**src/rtl/xbs_pkg.sv**
```systemverilog
// xbs_pkg: shared constants, phase encoding and helpers for the XMODEM block sender.
// No dependencies.
`timescale 1ns / 1ps
package xbs_pkg;
	localparam int BLOCK_BYTES_DEF = 128;

	localparam logic [7:0] SYM_SOH = 8'h01;
	localparam logic [7:0] SYM_EOT = 8'h04;
	localparam logic [7:0] SYM_ACK = 8'h06;
	localparam logic [7:0] SYM_NAK = 8'h15;
	localparam logic [7:0] SYM_CAN = 8'h18;
	localparam logic [7:0] SYM_PAD = 8'h1A;
	localparam logic [7:0] SYM_C   = 8'h43;
	localparam logic [15:0] CRC_POLY = 16'h1021;

	localparam logic [2:0] OP_START  = 3'd0;
	localparam logic [2:0] OP_RX     = 3'd1;
	localparam logic [2:0] OP_TMO    = 3'd2;
	localparam logic [2:0] OP_SRC    = 3'd3;
	localparam logic [2:0] OP_SLOT   = 3'd4;

	localparam logic [1:0] REG_LEN   = 2'd0;
	localparam logic [1:0] REG_STRY  = 2'd1;
	localparam logic [1:0] REG_BTRY  = 2'd2;
	localparam logic [1:0] REG_ETRY  = 2'd3;

	localparam logic [2:0] ST_BUSY   = 3'd0;
	localparam logic [2:0] ST_OK     = 3'd1;
	localparam logic [2:0] ST_CANCEL = 3'd2;
	localparam logic [2:0] ST_NOSTART= 3'd3;
	localparam logic [2:0] ST_BLKOUT = 3'd4;
	localparam logic [2:0] ST_EOTOUT = 3'd5;

	typedef enum logic [11:0] {
		PH_IDLE       = 12'b000000000001,
		PH_WSTART     = 12'b000000000010,
		PH_WSTART_CAN = 12'b000000000100,
		PH_LOAD       = 12'b000000001000,
		PH_SEND       = 12'b000000010000,
		PH_WACK       = 12'b000000100000,
		PH_WACK_CAN   = 12'b000001000000,
		PH_EOT_SEND   = 12'b000010000000,
		PH_EOT_WAIT   = 12'b000100000000,
		PH_ABORT      = 12'b001000000000,
		PH_CANCEL     = 12'b010000000000,
		PH_DONE       = 12'b100000000000
	} phase_t;

	// CRC-16/XMODEM update over one byte
	function automatic logic [15:0] crc_byte(input logic [15:0] c, input logic [7:0] b);
		logic [15:0] r;
		r = c ^ {b, 8'h00};
		for (int k = 0; k < 8; k++) begin
			r = r[15] ? ((r << 1) ^ CRC_POLY) : (r << 1);
		end
		return r;
	endfunction
endpackage

```
**src/rtl/xmodem_block_sender_core.sv**
```systemverilog
// XMODEM block sender core: control sequencer plus block buffer RAM.
// Depends on xbs_pkg and xbs_ram.
// Only one item is in flight: a new input is not taken until the last one has retired;
// stage 1 issues the buffer read, stage 2
// applies the event, since the data byte of a transmit slot comes from the RAM.
// Reset (arst_n low) clears phase to idle, counters, registers to their defaults.
// The buffer RAM has no reset; only entries written for the current block are read.
`timescale 1ns / 1ps
module xmodem_block_sender_core #(
	parameter int BLOCK_BYTES = xbs_pkg::BLOCK_BYTES_DEF
) (
	input  logic        clk,
	input  logic        arst_n,
	input  logic        in_valid,
	output logic        in_stall,
	input  logic [2:0]  operation,
	input  logic [7:0]  line_byte,
	input  logic [7:0]  source_byte,
	output logic        out_valid,
	input  logic        out_stall,
	output logic        tx_valid,
	output logic [7:0]  tx_byte,
	output logic        source_wanted,
	output logic        finished,
	output logic [2:0]  status,
	output logic [23:0] bytes_sent,
	input  logic        cfg_valid,
	output logic        cfg_ready,
	input  logic [1:0]  cfg_index,
	input  logic [22:0] cfg_data
);
	import xbs_pkg::*;

	localparam int AW = $clog2(BLOCK_BYTES);
	localparam int CW = AW + 1;

	// configuration registers
	logic [22:0] image_length_q;
	logic [4:0]  start_tries_q, block_tries_q, end_tries_q;

	// state
	phase_t      phase_q;
	logic        crc_mode_q;
	logic [7:0]  block_number_q;
	logic [23:0] acked_q;
	logic [4:0]  try_q;
	logic [7:0]  pos_q;
	logic [CW-1:0] loaded_q;
	logic [15:0] chk_q;
	logic [2:0]  fstat_q;

	// stage 1 holds the accepted item while the buffer read is in flight
	logic        v_s1;
	logic [2:0]  op_s1;
	logic [7:0]  lb_s1, sb_s1;

	// output register
	logic        ov_q;
	logic        txv_q;
	logic [7:0]  txb_q;

	logic out_free;
	assign out_free = !ov_q || !out_stall;
	// one item in flight at a time; stage 2 retires when the output frees
	assign in_stall = v_s1;
	assign cfg_ready = 1'b1;

	// buffer RAM: read address is the data slot of the current send position
	logic           ram_we;
	logic [AW-1:0]  ram_waddr, ram_raddr;
	logic [7:0]     ram_rdata;
	logic [7:0]     pos_m3;
	assign pos_m3 = pos_q - 8'd3;
	assign ram_raddr = pos_m3[AW-1:0];

	xbs_ram #(.WIDTH(8), .DEPTH(BLOCK_BYTES)) u_buf (
		.clk(clk), .we(ram_we), .waddr(ram_waddr), .wdata(sb_s1),
		.raddr(ram_raddr), .rdata(ram_rdata)
	);

	always_ff @(posedge clk or negedge arst_n) begin
		if (!arst_n) begin
			image_length_q <= '0;
			start_tries_q  <= 5'd16;
			block_tries_q  <= 5'd25;
			end_tries_q    <= 5'd10;
		end else if (cfg_valid && cfg_ready) begin
			case (cfg_index)
				REG_LEN:  image_length_q <= cfg_data;
				REG_STRY: start_tries_q  <= cfg_data[4:0];
				REG_BTRY: block_tries_q  <= cfg_data[4:0];
				REG_ETRY: end_tries_q    <= cfg_data[4:0];
				default:  ;
			endcase
		end
	end

	// stage 2 next-state logic
	logic        fire;
	assign fire = v_s1 && out_free;

	phase_t      ph_n;
	logic        crc_n;
	logic [7:0]  bn_n, pos_n, txb_n;
	logic [23:0] ack_n;
	logic [4:0]  try_n;
	logic [CW-1:0] ld_n;
	logic [15:0] chk_n;
	logic [2:0]  fs_n;
	logic        txv_n;

	logic rx, rx_ev;
	logic [24:0] rem;
	logic [CW-1:0] target;
	logic [7:0]  d;
	logic [7:0]  last;
	logic [7:0]  db;
	logic [5:0]  tinc;
	logic [4:0]  lim;

	always_comb begin
		rx    = (op_s1 == OP_RX);
		rx_ev = (op_s1 == OP_RX) || (op_s1 == OP_TMO);
		ph_n = phase_q; crc_n = crc_mode_q; bn_n = block_number_q; ack_n = acked_q;
		try_n = try_q; pos_n = pos_q; ld_n = loaded_q; chk_n = chk_q; fs_n = fstat_q;
		txv_n = 1'b0; txb_n = 8'h00; ram_we = 1'b0; ram_waddr = loaded_q[AW-1:0];
		d = pos_q - 8'd3;
		last = crc_mode_q ? 8'(BLOCK_BYTES + 4) : 8'(BLOCK_BYTES + 3);
		db = 8'h00;
		tinc = {1'b0, try_q} + 6'd1;
		lim = 5'd1;
		case (phase_q)
			PH_WSTART, PH_WSTART_CAN: lim = start_tries_q;
			PH_EOT_WAIT:              lim = end_tries_q;
			default:                  lim = block_tries_q;
		endcase
		if (lim == 5'd0) lim = 5'd1;
		rem = {2'b00, image_length_q} - {1'b0, acked_q};
		target = (rem > 25'(BLOCK_BYTES)) ? CW'(BLOCK_BYTES) : rem[CW-1:0];

		if (op_s1 == OP_START) begin
			crc_n = 1'b0; bn_n = 8'd1; ack_n = '0; try_n = '0; pos_n = '0;
			ld_n = '0; chk_n = '0; fs_n = ST_BUSY; ph_n = PH_WSTART;
		end else begin
			case (phase_q)
				PH_WSTART: if (rx_ev) begin
					if (rx && (lb_s1 == SYM_C || lb_s1 == SYM_NAK)) begin
						crc_n = (lb_s1 == SYM_C); ld_n = '0; try_n = '0; ph_n = PH_LOAD;
					end else if (rx && lb_s1 == SYM_CAN) ph_n = PH_WSTART_CAN;
					else begin
						try_n = tinc[4:0];
						if (tinc[4:0] >= lim) begin
							fs_n = ST_NOSTART; pos_n = '0; ph_n = PH_ABORT;
						end
					end
				end
				PH_WSTART_CAN: if (rx_ev) begin
					if (rx && lb_s1 == SYM_CAN) ph_n = PH_CANCEL;
					else begin
						try_n = tinc[4:0];
						if (tinc[4:0] >= lim) begin
							fs_n = ST_NOSTART; pos_n = '0; ph_n = PH_ABORT;
						end else ph_n = PH_WSTART;
					end
				end
				PH_LOAD: if (op_s1 == OP_SRC && !rem[24] && loaded_q < target
						&& loaded_q < CW'(BLOCK_BYTES)) begin
					ram_we = fire; ld_n = loaded_q + 1'b1;
				end
				PH_SEND: if (op_s1 == OP_SLOT) begin
					txv_n = 1'b1;
					if (pos_q == 8'd0) begin
						chk_n = '0; txb_n = SYM_SOH;
					end else if (pos_q == 8'd1) txb_n = block_number_q;
					else if (pos_q == 8'd2) txb_n = ~block_number_q;
					else if (pos_q < 8'(BLOCK_BYTES + 3)) begin
						if ({1'b0, d} < 9'(loaded_q)) db = ram_rdata;
						else if ({1'b0, d} == 9'(loaded_q)) db = SYM_PAD;
						txb_n = db;
						chk_n = crc_mode_q ? crc_byte(chk_q, db)
							: {8'h00, chk_q[7:0] + db};
					end else if (pos_q == 8'(BLOCK_BYTES + 3))
						txb_n = crc_mode_q ? chk_q[15:8] : chk_q[7:0];
					else txb_n = chk_q[7:0];
					if (pos_q >= last) ph_n = PH_WACK;
					else pos_n = pos_q + 8'd1;
				end
				PH_WACK, PH_WACK_CAN: if (rx_ev) begin
					if (phase_q == PH_WACK && rx && lb_s1 == SYM_ACK) begin
						bn_n = block_number_q + 8'd1;
						ack_n = acked_q + 24'(BLOCK_BYTES);
						ld_n = '0; try_n = '0; ph_n = PH_LOAD;
					end else if (rx && lb_s1 == SYM_CAN) begin
						ph_n = (phase_q == PH_WACK) ? PH_WACK_CAN : PH_CANCEL;
					end else begin
						try_n = tinc[4:0];
						pos_n = '0;
						if (tinc[4:0] >= lim) begin
							fs_n = ST_BLKOUT; ph_n = PH_ABORT;
						end else ph_n = PH_SEND;
					end
				end
				PH_EOT_SEND: if (op_s1 == OP_SLOT) begin
					txv_n = 1'b1; txb_n = SYM_EOT; ph_n = PH_EOT_WAIT;
				end
				PH_EOT_WAIT: if (rx_ev) begin
					if (rx && lb_s1 == SYM_ACK) begin
						fs_n = ST_OK; ph_n = PH_DONE;
					end else begin
						try_n = tinc[4:0];
						if (tinc[4:0] >= lim) begin
							fs_n = ST_EOTOUT; ph_n = PH_DONE;
						end else ph_n = PH_EOT_SEND;
					end
				end
				PH_ABORT: if (op_s1 == OP_SLOT) begin
					txv_n = 1'b1; txb_n = SYM_CAN;
					if (pos_q >= 8'd2) ph_n = PH_DONE;
					else pos_n = pos_q + 8'd1;
				end
				PH_CANCEL: if (op_s1 == OP_SLOT) begin
					txv_n = 1'b1; txb_n = SYM_ACK; fs_n = ST_CANCEL; ph_n = PH_DONE;
				end
				default: ;
			endcase
		end
	end

	// settle: re-evaluate loading against the committed length on every applied item
	logic [24:0] rem_n;
	logic [CW-1:0] tgt_n;
	phase_t ph_f;
	logic [4:0] try_f;
	logic [7:0] pos_f;
	always_comb begin
		rem_n = {2'b00, image_length_q} - {1'b0, ack_n};
		tgt_n = (rem_n > 25'(BLOCK_BYTES)) ? CW'(BLOCK_BYTES) : rem_n[CW-1:0];
		ph_f = ph_n; try_f = try_n; pos_f = pos_n;
		if (ph_n == PH_LOAD) begin
			if (rem_n[24]) begin
				try_f = '0; ph_f = PH_EOT_SEND;
			end else if (ld_n >= tgt_n) begin
				pos_f = '0; ph_f = PH_SEND;
			end
		end
	end

	always_ff @(posedge clk or negedge arst_n) begin
		if (!arst_n) begin
			v_s1 <= 1'b0;
			ov_q <= 1'b0;
			phase_q <= PH_IDLE;
			crc_mode_q <= 1'b0;
			block_number_q <= 8'd1;
			acked_q <= '0;
			try_q <= '0;
			pos_q <= '0;
			loaded_q <= '0;
			chk_q <= '0;
			fstat_q <= ST_BUSY;
		end else begin
			// accept into stage 1; retire when the output register frees
			if (in_valid && !in_stall) v_s1 <= 1'b1;
			else if (fire) v_s1 <= 1'b0;
			if (fire) ov_q <= 1'b1;
			else if (!out_stall) ov_q <= 1'b0;
			if (fire) begin
				phase_q <= ph_f; crc_mode_q <= crc_n; block_number_q <= bn_n;
				acked_q <= ack_n; try_q <= try_f; pos_q <= pos_f; loaded_q <= ld_n;
				chk_q <= chk_n; fstat_q <= fs_n;
			end
		end
	end

	always_ff @(posedge clk) begin
		if (in_valid && !in_stall) begin
			op_s1 <= operation; lb_s1 <= line_byte; sb_s1 <= source_byte;
		end
		if (fire) begin
			txv_q <= txv_n; txb_q <= txb_n;
		end
	end

	assign out_valid     = ov_q;
	assign tx_valid      = txv_q;
	assign tx_byte       = txb_q;
	assign source_wanted = (phase_q == PH_LOAD);
	assign finished      = (phase_q == PH_DONE);
	assign status        = (phase_q == PH_DONE) ? fstat_q : ST_BUSY;
	assign bytes_sent    = acked_q;

	// buffer bound, single item in flight, writes only while loading, zero byte without tx
	a_no_load_overflow: assert property (@(posedge clk) disable iff (!arst_n)
		loaded_q <= CW'(BLOCK_BYTES)) else $error("loaded count overflow");
	a_one_in_flight: assert property (@(posedge clk) disable iff (!arst_n)
		v_s1 |-> in_stall) else $error("second item accepted while busy");
	a_write_in_load: assert property (@(posedge clk) disable iff (!arst_n)
		ram_we |-> (phase_q == PH_LOAD)) else $error("buffer write outside load");
	a_tx_zero: assert property (@(posedge clk) disable iff (!arst_n)
		(ov_q && !txv_q) |-> (txb_q == 8'h00)) else $error("byte without tx");
endmodule

```
**src/rtl/xbs_ram.sv**
```systemverilog
// xbs_ram: generic single-port-write, single-port-read RAM with registered read.
// No dependencies.
`timescale 1ns / 1ps
module xbs_ram #(
	parameter int WIDTH = 8,
	parameter int DEPTH = 128
) (
	input  logic                     clk,
	input  logic                     we,
	input  logic [$clog2(DEPTH)-1:0] waddr,
	input  logic [WIDTH-1:0]         wdata,
	input  logic [$clog2(DEPTH)-1:0] raddr,
	output logic [WIDTH-1:0]         rdata
);
	logic [WIDTH-1:0] mem [DEPTH];

	always_ff @(posedge clk) begin
		if (we) mem[waddr] <= wdata;
		rdata <= mem[raddr];
	end
endmodule

```
**config.mk**
```make
export PLATFORM = sky130hd
export DESIGN_NAME = xmodem_block_sender_core
export DESIGN_NICKNAME = d
export VERILOG_FILES = /design/src/rtl/xbs_pkg.sv /design/src/rtl/xmodem_block_sender_core.sv /design/src/rtl/xbs_ram.sv
export SDC_FILE = /design/constraint.sdc
export NUM_CORES = 2
export LEC_CHECK = 0
export BUFFER_PORTS_ARGS = -buffer_cell sky130_fd_sc_hd__buf_2
export CORE_MARGIN = 2
export CORE_UTILIZATION = 54
export DETAILED_ROUTE_END_ITERATION = 8
export GPL_TIMING_DRIVEN = 0
export PLACE_DENSITY = 0.73
export SLEW_MARGIN = 30
export SYNTH_ARGS = -nofsm -noshare
export SYNTH_HDL_FRONTEND = slang
export SYNTH_SLANG_ARGS = --single-unit
export TNS_END_PERCENT = 20
```
**constraint.sdc**
```tcl
create_clock -name clk -period 8.5 [get_ports clk]
set_clock_uncertainty 0.1 [all_clocks]
set_input_delay 1.7 -clock clk [delete_from_list [all_inputs] [get_ports clk]]
set_output_delay 1.7 -clock clk [all_outputs]
set_load 0.01 [all_outputs]
```
-- Word-level counts from Yosys, hierarchy flattened
Memory sizes are Yosys's and may differ from the RTL's. A register that Yosys moved wholly into a read port is not among the register bits.
Cells that the tools add are included.
W data, S select, Z words.
- bitwise gates (word level): 11
- mux-type cells: 141
- eq/ne operators: 40
- reduce and logical (&&, ||, !) cells: 43
- $lt $le $gt $ge: 10
- $add $sub $neg: 9
- operators by type and width (operator ; number):
    $mux W8 ; 43
    $mux W12 ; 19
    $mux W16 ; 8
    $mux W13 ; 8
    $mux W24 ; 4
    $pmux W12 S8 ; 1
    $mux W5 ; 14
    $mux W3 ; 18
    $gt A25 B8 Y1 const B ; 2
    $sub A23 B24 Y25 ; 2
    $mux W11 ; 4
    $pmux W8 S5 ; 1
    $ne A3 B3 Y1 const B ; 11
    $pmux W8 S4 ; 1
    $add A24 B8 Y24 const B ; 1
    $add A8 B1 Y8 const B ; 3
    $eq A12 B4 Y1 const B ; 2
    $not A3 Y3 ; 8
    $pmux W8 S3 ; 1
    $mux W10 ; 2
    $pmux W5 S4 ; 1
    $eq A8 B5 Y1 const B ; 2
    $ge A8 B8 Y1 ; 2
    $lt A8 B8 Y1 ; 2
    51 further kinds ; 94
- register bits: 153
- memories kept: 1
- output and inout port bits: 41
- bits of input ports: 49
- memory bits (writable): 1024
- memories (name ; depth ; bits a word ; rd ports ; clocked after memory_dff ; wr ports ; RTL line ; RTL):
    u_buf.mem ; 128 ; 8 ; 1 ; 1 ; 1 ; xbs_ram.sv:15 ; logic [WIDTH-1:0] mem [DEPTH];

-- Depth between registers and ports, before layout
- depth after elaboration: 36
- mapped depth: 34
- gate-level depth less buffers: 33

-- By module
Synthesis repeated with hierarchy kept, for this count alone.
- cells, all modules: 3161
- area, all modules: 52462.8 sq um
- modules (own cells, without submodules) (module ; cells each ; area each (sq um) ; instances):
    xbs_ram ; 1635 ; 39661.8 ; 1
    xmodem_block_sender_core ; 1526 ; 12801.0 ; 1

-- Worst setup path before layout
Ideal clock, no wire load.
- kind: register to register
- from: register acked_q[0], in the netlist bytes_sent[0]
- to: register pos_q[7]
- cell stages (with the launch flop): 34
- data arrival time: 7.255 ns
- clock period less this slack: 7.481 ns
- library setup time: 0.126 ns
- required time: 8.274 ns
- setup slack: 1.019 ns
- cell sequence: dfrtp_1 > ha_1 > fa_1 > nor2b_1 > o2111ai_1 > nand2_1 > xor2_1 > or4_1 > a2111oi_0 > nand4_1 > nor4_2 > nand2_1 > ha_1 > a21oi_1 > nor2b_1 > o21ai_0 > o211ai_1 > a211o_1 > or4_1 > o21bai_4 > buf_6 > nor2b_1 > mux2i_1 > ha_1 > nand2b_1 > a21o_1 > a21o_1 > a211oi_1 > o21bai_1 > a31oi_1 > or3_1 > or3_4 > and2_4 > a221o_1
- word-level cells in the longest chain between the ends: 13
- ends and longest elaborated chain (element ; RTL line ; RTL):
    start: declaration ; xmodem_block_sender_core.sv:45 ; logic [23:0] acked_q;
    start signal: assignment ; xmodem_block_sender_core.sv:269 ; acked_q <= ack_n; try_q <= try_f; pos_q <= pos_f; loaded_q <= ld_n;
    branches (longest 11 deep; another with $sub A23 B24 Y25) ; -- ;
    $mux W8 * ; xmodem_block_sender_core.sv:240 ; if (rem_n[24]) begin
    $mux W8 * ; xmodem_block_sender_core.sv:239 ; if (ph_n == PH_LOAD) begin
    end signal: assignment ; xmodem_block_sender_core.sv:269 ;
    end: declaration ; xmodem_block_sender_core.sv:47 ; logic [7:0] pos_q;
Mark *: on every way between the ends.
A chain may end at the register's enable or synchronous reset.

-- Worst setup path after layout
- from: register acked_q[4], in the netlist bytes_sent[4]
- to: register pos_q[7]
The elaborated chain is that of the path after synthesis.

==> results_dict.tcl <==
set metrics [dict create \
    status "completed" \
    synth_top_family_by_area "multiplexers" \
    synthMuxAreaShare 0.156 \
    critPathLaunchType "flop" \
    final_area_um2 59300 \
    die_area_um2 99500 \
    die_h_um 315 \
    gp_congestion 0.913 \
    layout.nets 3577 \
    layout_common_cells "edfxtp_1 (1052), mux4_2 (336), nor2_1 (260)" \
    endpoint_kind "flop" \
    drc_errors 0 \
    cts_buffer_depth 3 \
    cts_tree "done" \
    worst_path_largest_cell_delay_ns 0.61 \
    grt_max_degree 67 \
    vias 30700 \
    synth_edf_count 1052 \
    setup_slack_ns 0.372 \
    worst-endpoint-arrival_ns 8.62 \
    slowest_stage "or4_4" \
    n_antenna_cell 0 \
    grt_pass1_wl_um 200000 \
    yosys_warnings 0 \
    routed_wl_um 136000 \
    drtIter0Drc 4131 \
    antenna_found_initial 2 \
    row_count 114 \
    die_w_um 315 \
    hold_viol 0 \
    vias_per_cell 6.40 \
    synth_flop_cell "edfxtp_1" \
    syn2layout_area_growth_pct 13.2 \
    synth_xor_area_frac 0.0131 \
    wl_per_cell_um 28.3 \
    numCtsBuffers 116 \
    yosys.area_share.simple 0.0688 \
    cts_sinks 1185 \
    dp_hpwl_um 93500 \
    slew_viol_final 0 \
    layout_commonest_cell "edfxtp_1" \
    io_pins 90 \
    seq_area_frac_synth 0.666 \
    min_period_over_period 0.956 \
    syn_inst 3159 \
    maxSlewHeadroom 0.262 \
    fmax_mhz 123 \
    critPathRequiredTime_ns 8.99 \
    worstSetupPathType "flop to flop" \
    synth-async-reset-ratio 0.105 \
    dp_slack_ns -0.556 \
    cp_common_cell "a21o_1" \
    ant_nets 0 \
    drt_pre_antenna_iters 6 \
    cts-root-buf "clkbuf_16" \
    worst_pin_slew_ns 1.11 \
    start_util 0.543 \
    setup_violations 0 \
    synth-compound-area-share 0.0550 \
    htree_num_levels 3 \
    core_um2 96400 \
    period_needed_ns 8.13 \
    drive_above_1_share 0.237 \
    ir_drop_mv 0.227 \
    cp_max_fo 10 \
    grt-ovfl-total 0 \
    synthAdderAreaFrac 0.0231 \
    cellLeakagePower_nw 19.6 \
    path_clk_slew_ns 0.06 \
    place_inst 4579 \
    synth_seq_cells 1185 \
    placed_area_um2 55200 \
    cap_viol_max_count 0 \
    syn_nets 3303 \
    portBuffers 88 \
    clk_latency_ns 0.74 \
    min_path_type "flop to flop" \
    yosysUniqueCellTypes 106 \
    p_per_area_nw_per_um2 306 \
    track_usage 0.274 \
    grt_pass1_vias 30500 \
    syn_avg_cell_area_um2 16.6 \
    final_cells 4804 \
    finalPower_w 0.0181 \
    synth_area_um2 52400 \
]
-- state kept, by name (all words and copies together) (netlist names), 12 cells and up --
name	count
chk_q	16
phase_q	12
image_length_q	23
bytes_sent	24
u_buf.mem	1024
-- cells by family (layout without fill, tap and decap cells) --
group                      after synthesis  after routing
DFF                                   1185           1185
and+or+nand+nor                        744            744
AOI/OAI and AO/OA                      436            436
muxes                                  393            393
buffers and inverters                  230            599
adders and majority gates               95             95
xor gates and xnor gates                75             75
other                                    1              1
-- cell type report --
type	instances	area, um^2
Buffer	148	647
Clock buffer	139	3030
Clock inverter	74	738
Fill cell	6834	37100
Inverter	78	293
Multi-Input combinational cell	1744	16800
Sequential cell	1185	34900
Tap cell	1276	1600
Timing Repair Buffer	160	1330
-- cell usage after synthesis, types with 14 or more instances --
cell type  number  area share
ha_1           92       0.022
xnor2_1        43      0.0072
clkbuf_1      103      0.0074
nor3_1         37      0.0035
dfrtp_1       117       0.056
a31oi_1        15      0.0018
nand3_1        41      0.0039
nor2_1        260       0.019
xor2_1         30      0.0050
a21oi_1        96      0.0092
nand2b_1       20      0.0024
nor2b_1        17      0.0020
o21a_1         26      0.0037
a21o_1         19      0.0027
a22o_1         14      0.0023
buf_2          17      0.0016
mux4_2        336        0.14
and2_1         18      0.0022
mux2_2         44      0.0095
edfxtp_1     1052        0.60
buf_1          28      0.0020
o21ai_0       124       0.012
or3_1          14      0.0017
inv_1          76      0.0054
nand4_1        33      0.0039
nand2_1       214       0.015
and3_1         19      0.0023
-- power breakdown --
part	switching [W]	internal [W]	total, W	leakage (nW)
Combinational	0.00363	0.00253	0.00616	6.59
Clock	0.00222	0.00290	0.00512	1.85
Sequential	0.000175	0.00668	0.00686	11.1
-- worst max-delay path: cells and delay by family (launching register included) --
kind	cells	cell delay [ns]
buf+inv	3	0.46
xor+xnor	1	0.21
simple gates	11	2.91
flops	1	0.47
mux	1	0.13
fa+ha+maj	3	0.98
compound gates	14	2.73
-- worst paths after layout --
check | start | end | slack, ns | cells after the start
min in group asynchronous | arst_n | try_q[1] | 0.87 | 1
setup / recovery | bytes_sent[4] | pos_q[7] | 0.37 | 33
setup reg to reg | bytes_sent[4] | pos_q[7] | 0.37 | 33
hold reg to reg | start_tries_q[3] | start_tries_q[3] | 0.41 | 1
hold / removal | start_tries_q[3] | start_tries_q[3] | 0.41 | 1
max in group asynchronous | arst_n | end_tries_q[3] | 6.68 | 2
-- what timing repair did --
| item | in CTS | in global routing |
|---|---|---|
| setup buffers | 3 | 12 |
| setup endpoints to repair | 98 | 11 |
| pin swaps | 3 | 8 |
| hold buffers | 0 | 0 |
| resized for setup | 6 | 32 |
-- stage by stage --
stage          utilization  hold slack [ns]  setup TNS (ns)
2_1_floorplan            -            0.372               0
3_3_place_gp         0.564            0.388           -5.47
3_5_place_dp         0.573            0.394          -11.63
4_1_cts              0.612            0.408               0
5_1_grt              0.615            0.426         -0.0297
6_report             0.615            0.407               0
-- layer usage --
layer  GRT usage  part of all wire  up-vias
met1       0.367              0.38    15700
met3      0.0556             0.092      276
li1            -                 -    13100
met2       0.453              0.49     1654
met4      0.0931             0.038        2
met5           0          0.000096        -
No activity file was read; power rests on OpenSTA's default activity.
